==> src/assert_macros.svh <==
// Assertion macros shared by the transcoder modules.
`ifndef ASSERT_MACROS_SVH
`define ASSERT_MACROS_SVH

// Same-cycle implication, checked outside reset.
`define UTT_ASSERT_IMPL(lbl, clk, rst_n, ante, cons) \
    lbl: assert property (@(posedge clk) disable iff (!(rst_n)) (ante) |-> (cons)) \
        else $error("implication check failed");

// Next-cycle implication, checked outside reset.
`define UTT_ASSERT_NEXT(lbl, clk, rst_n, ante, cons) \
    lbl: assert property (@(posedge clk) disable iff (!(rst_n)) (ante) |=> (cons)) \
        else $error("next-cycle check failed");

// Condition that must never hold outside reset.
`define UTT_ASSERT_NEVER(lbl, clk, rst_n, cond) \
    lbl: assert property (@(posedge clk) disable iff (!(rst_n)) !(cond)) \
        else $error("forbidden condition seen");

`endif

==> src/utt_pkg.sv <==
// Types, constants and helpers shared by the UTF-8 to UTF-16 transcoder.
package utt_pkg;

    localparam int CODE_W  = 21;
    localparam int UNIT_W  = 16;
    localparam int FIFO_DEPTH = 4;
    localparam int PTR_W   = $clog2(FIFO_DEPTH);
    localparam int CNT_W   = $clog2(FIFO_DEPTH + 1);

    // Smallest legal value class of the sequence being gathered.
    localparam logic [1:0] CLASS_NONE = 2'd0;
    localparam logic [1:0] CLASS_2B   = 2'd1;
    localparam logic [1:0] CLASS_3B   = 2'd2;
    localparam logic [1:0] CLASS_4B   = 2'd3;

    localparam logic [CODE_W-1:0] MIN_2B      = 21'h00080;
    localparam logic [CODE_W-1:0] MIN_3B      = 21'h00800;
    localparam logic [CODE_W-1:0] MIN_4B      = 21'h10000;
    localparam logic [CODE_W-1:0] MAX_CODE    = 21'h10FFFF;
    localparam logic [CODE_W-1:0] SURR_FIRST  = 21'h0D800;
    localparam logic [CODE_W-1:0] SURR_LAST   = 21'h0DFFF;
    localparam logic [UNIT_W-1:0] HIGH_BASE   = 16'hD800;
    localparam logic [UNIT_W-1:0] LOW_BASE    = 16'hDC00;
    localparam logic [UNIT_W-1:0] TEN_MASK    = 16'h03FF;

    // One result item.
    typedef struct packed {
        logic [UNIT_W-1:0] unit;
        logic              error;
        logic              last;
    } t_unit;

    // Up to two result items produced by one byte.
    typedef struct packed {
        logic [1:0] count;
        t_unit      first;
        t_unit      second;
    } t_res;

    function automatic logic [CODE_W-1:0] min_value(input logic [1:0] cls);
        logic [CODE_W-1:0] v;
        case (cls)
            CLASS_2B: v = MIN_2B;
            CLASS_3B: v = MIN_3B;
            CLASS_4B: v = MIN_4B;
            default:  v = '0;
        endcase
        return v;
    endfunction

endpackage

==> src/utt_decode.sv <==
// Byte decoder: sequence state, validity checks and UTF-16 unit generation.
`include "assert_macros.svh"

module utt_decode (
    input  logic               i_clk,
    input  logic               i_rst_n,
    input  logic               i_fire,
    input  logic [7:0]         i_byte,
    input  logic               i_eos,
    output utt_pkg::t_res      o_res
);

    logic [1:0]                   r_pending, n_pending;
    logic [utt_pkg::CODE_W-1:0]   r_partial, n_partial;
    logic [1:0]                   r_class,   n_class;
    logic                         r_dropping, n_dropping;

    logic [utt_pkg::CODE_W-1:0]   cont_code;
    logic [utt_pkg::CODE_W-1:0]   cp;
    logic [utt_pkg::CODE_W-1:0]   supp;
    logic                         fail;
    logic                         emit;
    utt_pkg::t_res                res;

    assign cont_code = {r_partial[utt_pkg::CODE_W-7:0], i_byte[5:0]};
    assign supp      = cp - utt_pkg::MIN_4B;

    always_comb begin
        n_pending  = r_pending;
        n_partial  = r_partial;
        n_class    = r_class;
        n_dropping = r_dropping;
        res        = '0;
        fail       = 1'b0;
        emit       = 1'b0;
        cp         = '0;

        if (r_dropping) begin
            if (i_eos) begin
                res.count        = 2'd1;
                res.first.error  = 1'b1;
                res.first.last   = 1'b1;
                n_dropping       = 1'b0;
            end
        end else if (r_pending == 2'd0) begin
            if (!i_byte[7]) begin
                emit = 1'b1;
                cp   = {13'd0, i_byte};
            end else if (i_byte[7:5] == 3'b110) begin
                n_pending = 2'd1;
                n_partial = {16'd0, i_byte[4:0]};
                n_class   = utt_pkg::CLASS_2B;
                fail      = i_eos;
            end else if (i_byte[7:4] == 4'b1110) begin
                n_pending = 2'd2;
                n_partial = {17'd0, i_byte[3:0]};
                n_class   = utt_pkg::CLASS_3B;
                fail      = i_eos;
            end else if (i_byte[7:3] == 5'b11110) begin
                n_pending = 2'd3;
                n_partial = {18'd0, i_byte[2:0]};
                n_class   = utt_pkg::CLASS_4B;
                fail      = i_eos;
            end else begin
                fail = 1'b1;
            end
        end else begin
            if (i_byte[7:6] != 2'b10) begin
                fail = 1'b1;
            end else if (r_pending != 2'd1) begin
                n_partial = cont_code;
                n_pending = r_pending - 2'd1;
                fail      = i_eos;
            end else if (cont_code < utt_pkg::min_value(r_class) ||
                         cont_code > utt_pkg::MAX_CODE ||
                         (cont_code >= utt_pkg::SURR_FIRST &&
                          cont_code <= utt_pkg::SURR_LAST)) begin
                fail = 1'b1;
            end else begin
                emit      = 1'b1;
                cp        = cont_code;
                n_pending = 2'd0;
                n_partial = '0;
                n_class   = utt_pkg::CLASS_NONE;
            end
        end

        // An error clears the sequence; at the string end it reports at once.
        if (fail) begin
            n_pending  = 2'd0;
            n_partial  = '0;
            n_class    = utt_pkg::CLASS_NONE;
            n_dropping = !i_eos;
            if (i_eos) begin
                res.count       = 2'd1;
                res.first.error = 1'b1;
                res.first.last  = 1'b1;
            end
        end

        if (emit) begin
            if (cp >= utt_pkg::MIN_4B) begin
                res.count       = 2'd2;
                res.first.unit  = utt_pkg::HIGH_BASE | {6'd0, supp[19:10]};
                res.second.unit = utt_pkg::LOW_BASE | {6'd0, supp[9:0]};
                res.second.last = i_eos;
            end else begin
                res.count       = 2'd1;
                res.first.unit  = cp[utt_pkg::UNIT_W-1:0];
                res.first.last  = i_eos;
            end
        end
    end

    assign o_res = res;

    always_ff @(posedge i_clk) begin
        if (!i_rst_n) begin
            r_pending  <= 2'd0;
            r_partial  <= '0;
            r_class    <= utt_pkg::CLASS_NONE;
            r_dropping <= 1'b0;
        end else if (i_fire) begin
            r_pending  <= n_pending;
            r_partial  <= n_partial;
            r_class    <= n_class;
            r_dropping <= n_dropping;
        end
    end

    `UTT_ASSERT_IMPL(a_drop_clean, i_clk, i_rst_n, r_dropping, r_pending == 2'd0 && r_partial == '0)
    `UTT_ASSERT_IMPL(a_pair_is_surrogate, i_clk, i_rst_n, i_fire && res.count == 2'd2, !res.first.error && res.first.unit[15:10] == 6'b110110 && res.second.unit[15:10] == 6'b110111)

endmodule

==> src/utt_result_fifo.sv <==
// Small result queue that absorbs one or two items per cycle and drains one.
`include "assert_macros.svh"

module utt_result_fifo (
    input  logic                      i_clk,
    input  logic                      i_rst_n,
    input  logic                      i_push,
    input  utt_pkg::t_res             i_res,
    input  logic                      i_pop_ready,
    output logic                      o_valid,
    output utt_pkg::t_unit            o_head,
    output logic                      o_room_for_two
);

    utt_pkg::t_unit                r_slot [utt_pkg::FIFO_DEPTH];
    logic [utt_pkg::PTR_W-1:0]     r_rd_ptr, n_rd_ptr;
    logic [utt_pkg::PTR_W-1:0]     r_wr_ptr, n_wr_ptr;
    logic [utt_pkg::CNT_W-1:0]     r_count, n_count;
    logic [utt_pkg::CNT_W-1:0]     after_pop;
    logic [utt_pkg::CNT_W-1:0]     push_cnt;
    logic [utt_pkg::PTR_W-1:0]     wr_next;
    logic                          pop;

    assign pop       = o_valid && i_pop_ready;
    assign after_pop = r_count - {{(utt_pkg::CNT_W-1){1'b0}}, pop};
    assign push_cnt  = i_push ? {{(utt_pkg::CNT_W-2){1'b0}}, i_res.count}
                              : '0;
    assign n_count   = after_pop + push_cnt;
    assign wr_next   = r_wr_ptr + {{(utt_pkg::PTR_W-1){1'b0}}, 1'b1};
    assign n_wr_ptr  = r_wr_ptr + push_cnt[utt_pkg::PTR_W-1:0];
    assign n_rd_ptr  = r_rd_ptr + {{(utt_pkg::PTR_W-1){1'b0}}, pop};

    assign o_valid        = r_count != '0;
    assign o_head         = r_slot[r_rd_ptr];
    assign o_room_for_two = after_pop <= utt_pkg::CNT_W'(utt_pkg::FIFO_DEPTH - 2);

    always_ff @(posedge i_clk) begin
        if (i_push && i_res.count != 2'd0) begin
            r_slot[r_wr_ptr] <= i_res.first;
        end
        if (i_push && i_res.count == 2'd2) begin
            r_slot[wr_next] <= i_res.second;
        end
    end

    always_ff @(posedge i_clk) begin
        if (!i_rst_n) begin
            r_rd_ptr <= '0;
            r_wr_ptr <= '0;
            r_count  <= '0;
        end else begin
            r_rd_ptr <= n_rd_ptr;
            r_wr_ptr <= n_wr_ptr;
            r_count  <= n_count;
        end
    end

    `UTT_ASSERT_NEVER(a_no_overflow, i_clk, i_rst_n, n_count > utt_pkg::CNT_W'(utt_pkg::FIFO_DEPTH))
    `UTT_ASSERT_NEXT(a_push_shows, i_clk, i_rst_n, i_push && i_res.count != 2'd0, o_valid)

endmodule

==> src/utt_to_utf16_top_placeholder.sv <==
// Input register stage that holds one byte item for the decoder.
module utt_in_stage (
    input  logic       i_clk,
    input  logic       i_rst_n,
    input  logic       i_valid,
    input  logic [7:0] i_byte,
    input  logic       i_eos,
    input  logic       i_advance,
    output logic       o_ready,
    output logic       o_full,
    output logic [7:0] o_byte,
    output logic       o_eos
);

    logic       r_full;
    logic [7:0] r_byte;
    logic       r_eos;
    logic       load;

    assign o_ready = !r_full || i_advance;
    assign load    = i_valid && o_ready;
    assign o_full  = r_full;
    assign o_byte  = r_byte;
    assign o_eos   = r_eos;

    always_ff @(posedge i_clk) begin
        if (!i_rst_n) begin
            r_full <= 1'b0;
        end else if (load) begin
            r_full <= 1'b1;
        end else if (i_advance) begin
            r_full <= 1'b0;
        end
    end

    always_ff @(posedge i_clk) begin
        if (load) begin
            r_byte <= i_byte;
            r_eos  <= i_eos;
        end
    end

endmodule

==> src/utf8_to_utf16_transcoder.sv <==
// An accepted byte is registered in the input stage, then decoded into the result queue.
// Throughput: one byte per cycle while the queue has room; a four-byte sequence adds one
// extra item, which the four-entry queue absorbs while the consumer keeps taking items.
// Input is held whenever the queue, after this cycle's drain, has fewer than two free slots.
// Reset (i_rst_n low, synchronous) empties both stages and clears the sequence state.
// No clearing pass is needed: the block accepts items in the first cycle after reset.
module utf8_to_utf16_transcoder (
    input  logic        i_clk,
    input  logic        i_rst_n,
    input  logic        i_valid,
    output logic        o_ready,
    input  logic [7:0]  i_byte_in,
    input  logic        i_end_of_string,
    output logic        o_valid,
    input  logic        i_ready,
    output logic [15:0] o_unit_out,
    output logic        o_error,
    output logic        o_last
);

    // The input stage registers one byte item. It hands the item to the
    // decoder only when the result queue can take the worst case of two
    // result items, so nothing is ever lost on the output side.
    logic          stage_full;
    logic [7:0]    stage_byte;
    logic          stage_eos;
    logic          room_for_two;
    logic          advance;
    utt_pkg::t_res dec_res;
    utt_pkg::t_unit head;

    assign advance = stage_full && room_for_two;

    utt_in_stage u_in (
        .i_clk     (i_clk),
        .i_rst_n   (i_rst_n),
        .i_valid   (i_valid),
        .i_byte    (i_byte_in),
        .i_eos     (i_end_of_string),
        .i_advance (advance),
        .o_ready   (o_ready),
        .o_full    (stage_full),
        .o_byte    (stage_byte),
        .o_eos     (stage_eos)
    );

    // The decoder updates the sequence state and produces zero, one or two
    // result items in the same cycle that the registered byte advances.
    utt_decode u_dec (
        .i_clk   (i_clk),
        .i_rst_n (i_rst_n),
        .i_fire  (advance),
        .i_byte  (stage_byte),
        .i_eos   (stage_eos),
        .o_res   (dec_res)
    );

    // The result queue parts the decoder from the consumer, so a stalled
    // consumer does not stop byte intake until the queue is nearly full.
    utt_result_fifo u_fifo (
        .i_clk          (i_clk),
        .i_rst_n        (i_rst_n),
        .i_push         (advance),
        .i_res          (dec_res),
        .i_pop_ready    (i_ready),
        .o_valid        (o_valid),
        .o_head         (head),
        .o_room_for_two (room_for_two)
    );

    assign o_unit_out = head.unit;
    assign o_error    = head.error;
    assign o_last     = head.last;

endmodule

==> config.mk <==
export PLATFORM = sky130hd
export DESIGN_NAME = utf8_to_utf16_transcoder
export DESIGN_NICKNAME = d
export VERILOG_FILES = /design/src/utt_pkg.sv /design/src/utt_decode.sv /design/src/utt_result_fifo.sv /design/src/utt_to_utf16_top_placeholder.sv /design/src/utf8_to_utf16_transcoder.sv
export VERILOG_INCLUDE_DIRS = /design/src /design/src/src
export SDC_FILE = /design/constraint.sdc
export NUM_CORES = 1
export LEC_CHECK = 0
export BUFFER_PORTS_ARGS = -buffer_cell sky130_fd_sc_hd__buf_4
export CORE_UTILIZATION = 32
export CTS_BUF_LIST = sky130_fd_sc_hd__clkbuf_2 sky130_fd_sc_hd__clkbuf_4 sky130_fd_sc_hd__clkbuf_8
export CTS_CLUSTER_DIAMETER = 60
export DETAILED_ROUTE_END_ITERATION = 6
export SETUP_SLACK_MARGIN = 0.4
export SLEW_MARGIN = 30
export SYNTH_ARGS = -nofsm -noshare
export SYNTH_HDL_FRONTEND = slang
export SYNTH_SLANG_ARGS = --single-unit
==> constraint.sdc <==
create_clock -name i_clk -period 3.8 [get_ports i_clk]
set_input_delay 0.38 -clock i_clk [delete_from_list [all_inputs] [get_ports i_clk]]
set_output_delay 0.38 -clock i_clk [all_outputs]
set_load 0.02 [all_outputs]
Word-level counts from Yosys, hierarchy flattened
Memory sizes are Yosys's and may differ from the RTL's. A register that Yosys moved wholly into a read port is not among the register bits.
Cells that the tools add are included.

storage, ports and cells
  bits in registers = 37
  memory bits (writable) = 72
  input bits = 13
  output and inout bits = 20
  word-level logic and storage cells = 134
  memories = 1

memory list
  memory         depth  bits a word  read ports  clocked after memory_dff  write ports  RTL line               source
  u_fifo.r_slot  4      18           1           1                         2            utt_result_fifo.sv:15  utt_pkg::t_unit r_slot [utt_pkg::FIFO_DEPTH];

cells by class
  add/sub/neg operators = 7
  order comparisons = 6
  equal/unequal tests = 16
  multiplexer cells = 77
  reduce and logical (&&, ||, !) cells = 17

operator list
  cell                      number
  $mux W21                  9
  $mux W15                  10
  $pmux W17 S3              1
  $mux W2                   24
  $mux W18                  2
  $mux W1                   28
  $ge A21 B16 Y1 const B    1
  $ge A21 B17 Y1 const B    1
  $gt A21 B21 Y1 const B    1
  $le A21 B16 Y1 const B    1
  $lt A21 B21 Y1            1
  $sub A20 B17 Y20 const B  1
  $mux W17                  1
  $mux W16                  1
  $ne A3 B1 Y1 const B      3
  $mux W7                   1
  $reduce_and A7 Y1         1
  $eq A2 B2 Y1 const B      3
  $logic_and A1 B1 Y1       6
  $reduce_and A6 Y1         1
  $eq A5 B5 Y1 const B      1
  $ne A5 B4 Y1 const B      1
  $eq A4 B4 Y1 const B      1
  $ne A2 B2 Y1 const B      2
  17 further kinds          21

Longest topological paths before layout
  depth after elaboration = 21
  depth in mapped cells = 21
  depth with buffers taken out = 19

Modules after synthesis
Synthesis repeated with hierarchy kept, for this count alone.

unflattened totals
  cells, all modules = 444
  area total of the unflattened synthesis = 5796.8 µm²

by module, submodules not included
  module                    times used  cells each  area an instance (µm²)  seq. area each (µm²)
  utt_result_fifo           1           233         3957.5                  2302.2
  utt_decode                1           196         1505.2                  400.4
  utt_in_stage              1           14          327.8                   290.3
  utf8_to_utf16_transcoder  1           1           6.3                     0.0

Least setup slack after synthesis
No wires, ideal clock.

  path kind = reg-to-reg
  start = register u_dec.r_partial[14] (netlist bit)
  end = register u_fifo.r_count[1] (netlist bit)
  setup time = 0.069 ns
  arrival = 4.154 ns
  required time = 3.731 ns
  slack = -0.423 ns
  stages on the path, launching flop included = 20
  path buffers = 4
  period minus slack after synthesis = 4.223 ns
  cells stage by stage = dfxtp_1 > buf_6 > or4_1 > or4b_4 > o211ai_4 > nor2_1 > clkbuf_1 > nand2_1 > ha_1 > o2111ai_1 > nor2_1 > a21oi_4 > or2_1 > buf_6 > buf_6 > and3_1 > ha_1 > inv_1 > fa_1 > nor2_1

between the ends
  cells in the longest elaborated chain, start to end = 13
  elaborated cells between the ends (all ways) = 28
  classes of those cells = add/sub (1); order compare (5); mux (19); reduce/logical (3)

ends and longest elaborated chain
  what                                                       RTL line                            source
  from (decl)                                                utt_decode.sv:14                    logic [utt_pkg::CODE_W-1:0] r_partial, n_partial;
  from (signal assigned)                                     utt_decode.sv:125                   r_partial <= n_partial;
  $lt A21 B21 Y1 (tied with other cells)                     utt_decode.sv:74                    end else if (cont_code < utt_pkg::min_value(r_class) ||
  $logic_or A1 B1 Y1 or $logic_and A1 B1 Y1 (tied branches)  utt_decode.sv:74, utt_decode.sv:76
  $logic_or A1 B1 Y1                                         utt_decode.sv:75                    cont_code > utt_pkg::MAX_CODE ||
  $mux W21                                                   utt_decode.sv:74
  $mux W21                                                   utt_decode.sv:70                    end else if (r_pending != 2'd1) begin
  $mux W21                                                   utt_decode.sv:68                    if (i_byte[7:6] != 2'b10) begin
  $mux W21                                                   utt_decode.sv:45                    end else if (r_pending == 2'd0) begin
  $mux W21                                                   utt_decode.sv:38                    if (r_dropping) begin
  $ge A21 B17 Y1                                             utt_decode.sv:102                   if (cp >= utt_pkg::MIN_4B) begin
  $mux W18                                                   utt_decode.sv:102
  $mux W18 (*)                                               utt_decode.sv:101                   if (emit) begin
  $mux W2 (*)                                                utt_result_fifo.sv:26               assign push_cnt = i_push ? {{(utt_pkg::CNT_W-2){1'b0}}, i_res.count}
  $add A3 B3 Y3 (*)                                          utt_result_fifo.sv:28               assign n_count = after_pop + push_cnt;
  to (signal assigned)                                       utt_result_fifo.sv:54               r_count <= n_count;
  to (decl)                                                  utt_result_fifo.sv:18               logic [utt_pkg::CNT_W-1:0] r_count, n_count;

Every way passes the cells marked *; elsewhere a longest branch is shown, timed or not.
A chain may end at the register's enable or synchronous reset.

Worst setup path after layout
  start = register u_dec.r_partial[11] (netlist bit)
  end = register u_fifo.r_count[1] (netlist bit)

Same word-level chain as after synthesis.

==> impl_results.md <==
* Syn-to-layout area delta at 21.7%
* Worst hold path depth at 1
* I/O Pins at 33
* Worst-path cell chain: or4_4 -> or4b_4 -> o211ai_4 -> nor2_4 -> nand2_4 -> ha_4 -> o2111ai_4 -> nand2_2 -> o21ai_4 -> or2_4 -> and3_4 -> ha_4 -> inv_2 -> fa_2 -> nor2_1
* Vias in the first global route at ~4200
* RSZ-0062 raised after global routing: true
* Commonest cells in the netlist: 73 x edfxtp_1, 36 x dfxtp_1, 35 x nand2_1
* DPL Wire Length at around 11 mm
* CTS Hold Bufs at 0
* Detailed Route WL at around 15 mm
* Pleak at about 2.3 nW
* Top delay family on crit path: simple AND/OR/NAND/NOR gates
* Fin crit share at 0.921
* R2R depth at 15
* Gr ovfl total at 0
* Hold Crit Class: in2reg
* DRC violations left at 0
* Placed Cells at around 700
* Die width at between 100 and 150 um
* Final Max Tran Viols at 0
* Final worst path period need at between 3 and 4 ns
* Top cells by area, synth: edfxtp_1 40%, dfxtp_1 13%, mux4_2 7.4%, a22o_1 4.3%, a21oi_1 2.8%
* Fraction of registers with async set/reset at 0
* Synth Net Count at a little under 500
* Initial Utilization at 0.330
* Ant diodes at 0
* Count of cell types in the netlist at 71
* Die ar. at about 18000 sq um
* Antenna violations before repair at 0
* Worst setup EP type: flip-flop
* Fin nets at 552
* Fmax at approximately 290 MHz
* Area share of the largest cell type after synthesis at 0.399
* Post-placement cell area at 6200 sq um
* Clock transition at path regs at roughly 0.10 ns
* Slowest cell on crit path: or4_4
* Fin. Hold Viols at 0
* Port bufs at 32
* Worst path arrival time at ~3.8 ns
* Critical path's largest stage delay at around 0.51 ns
* Worst VDD drop at between 0.3 and 0.4 mV
* CTS tree: done
* Top_reg_cell synth: edfxtp_1
* Largest net degree at the start of global routing at 24
* TritonCTS Buffers at 9
* Clk_skew at 0.0185 ns
* Clk sink count at about 110
* Most frequent cell after synthesis: edfxtp_1
* Critical path required time at 4.13 ns
* Non-Filler Instances at roughly 750
* Synthesized instance count at 462
* Worst-path maximum fanout at 6
* Gr usage total at 0.177
* Die Span Y at between 100 and 150 um
* Critical Path Source Type: flip-flop
* Sequential share of the synthesized area at 0.531
* Count of final setup violators at 0
* Final Cell Area at about 6700 sq um
* Final Util at 0.401
* Antenna Nets Post-Route at 0
* Max-cap viol count at 0
* Status: finished, final reports clean
* Routed vias at about 4200
* DRT Pass-1 Iters at 5
* PwrDens at around 500 nW/um^2
* Worst-margin pin slew at ~0.85 ns
* Syn Area/Cell at ~12 sq um
* Yosys warns at 0
* Average via count per standard cell at 5.62
* Latest clock arrival within the worst-skew pair at around 0.4 ns
* Site Rows at 47
* Drt initial violations at around 430
* Drt wl/cell at between 20 and 25 um
* Share of post-route cells with drive strength above 1 at 0.315
* H-tree Lvls at 3
* Critical path depth at 15
* Area leader, netlist: edfxtp_1
* CTS max path bufs at 2
* Power, Total at roughly 3.3 mW
* Mapped cell area at around 5500 sq um
* First-pass GRT wire length at roughly 24 mm
* CP dominant cell by count: ha_4
* Core Area at 16600 sq um
* Crit Path Class: reg2reg
* Root Buffer: clkbuf_8
* Post-synth EDFFs at 73
* Synthesis-stage register bit count at 109
* Worst Path Buf+Inv at 1
* Headroom to the max-slew limit at 0.433
* Final GP Congestion at 0.931
state kept, by name, indices dropped and copies added, names as in the netlist:
name,count
u_dec.r_class,2
u_dec.r_dropping,1
u_dec.r_partial,15
u_dec.r_pending,2
u_fifo.r_count,3
u_fifo.r_rd_ptr,2
u_fifo.r_slot,72
u_fifo.r_wr_ptr,2
u_in.o_byte,8
u_in.o_eos,1
u_in.o_full,1
layer usage:
layer | up-vias | wire [um] | global-route usage
met1 | 2061 | 6820 | 0.238
met2 | 182 | 6990 | 0.276
met3 | 33 | 945 | 0.0379
met4 | 0 | 420 | 0.0709
li1 | 1960 | - | -
met5 | - | 0 | 0
cells in the final DEF, fill, tap and decap left out, drive strengths merged, types with 6 or more instances in the layout:
cell / count
mux4: 18
or3: 8
and3: 8
nand2: 35
nor2: 26
ha: 9
clkbuf: 10
o22ai: 17
nand3: 10
nor3: 6
o21ai: 14
a21oi: 33
buf: 81
dfxtp: 36
inv: 17
a22o: 27
and2: 9
edfxtp: 73
o2bb2ai: 8
power by group:
part / switching, mW / internal, mW / leakage (nW)
clock: 0.412 / 0.241 / 0.0895
combinational: 0.697 / 0.506 / 1.21
sequential: 0.102 / 1.39 / 0.991
total: 1.21 / 2.14 / 2.29
path summary, 6_finish.rpt:
| kind | startpoint | slack [ns] | endpoint |
|---|---|---|---|
| worst min register to register | u_fifo.r_slot[2][1] | 0.46 | u_fifo.r_slot[2][1] |
| worst max register to register | u_dec.r_partial[11] | 0.30 | u_fifo.r_count[1] |
| worst min-delay path | i_byte_in[7] | 0.16 | u_in.o_byte[7] |
| worst max-delay path | u_dec.r_partial[11] | 0.30 | u_fifo.r_count[1] |
cell families (layout without fill, tap and decap cells):
group | Yosys count | count (layout) | share of synthesized area
compound gates | 147 | 147 | 0.202
simple gates | 126 | 126 | 0.120
flops | 109 | 109 | 0.531
buf+inv | 43 | 115 | 0.0346
mux | 19 | 19 | 0.0757
fa+ha+maj | 10 | 10 | 0.0242
xor+xnor | 8 | 8 | 0.0128
cell type report:
cell class	instances	area, sq um
fill	1579	9960
clock buffer	9	124
timing repair buffer	82	673
tap	220	275
clock inverter	7	47.5
multi-input combinational	310	2560
sequential	109	2920
inverter	17	76.3
through the flow:
| stage | TNS (ns) | setup WS [ns] | hold slack [ns] |
|---|---|---|---|
| floorplan | -0.234 | -0.126 | 0.429 |
| global placement | 0 | 0.101 | 0.437 |
| detailed placement | 0 | 0.00361 | 0.448 |
| CTS | 0 | 0.340 | 0.147 |
| global route | 0 | 0.169 | 0.142 |
| finish | 0 | 0.299 | 0.164 |
repair_timing:
action	CTS	global route
setup buffers	12	4
setup endpoints to repair	105	106
pin swaps	7	4
cloned	0	1
resized for setup	11	27
(Power assumes the default switching activity.)
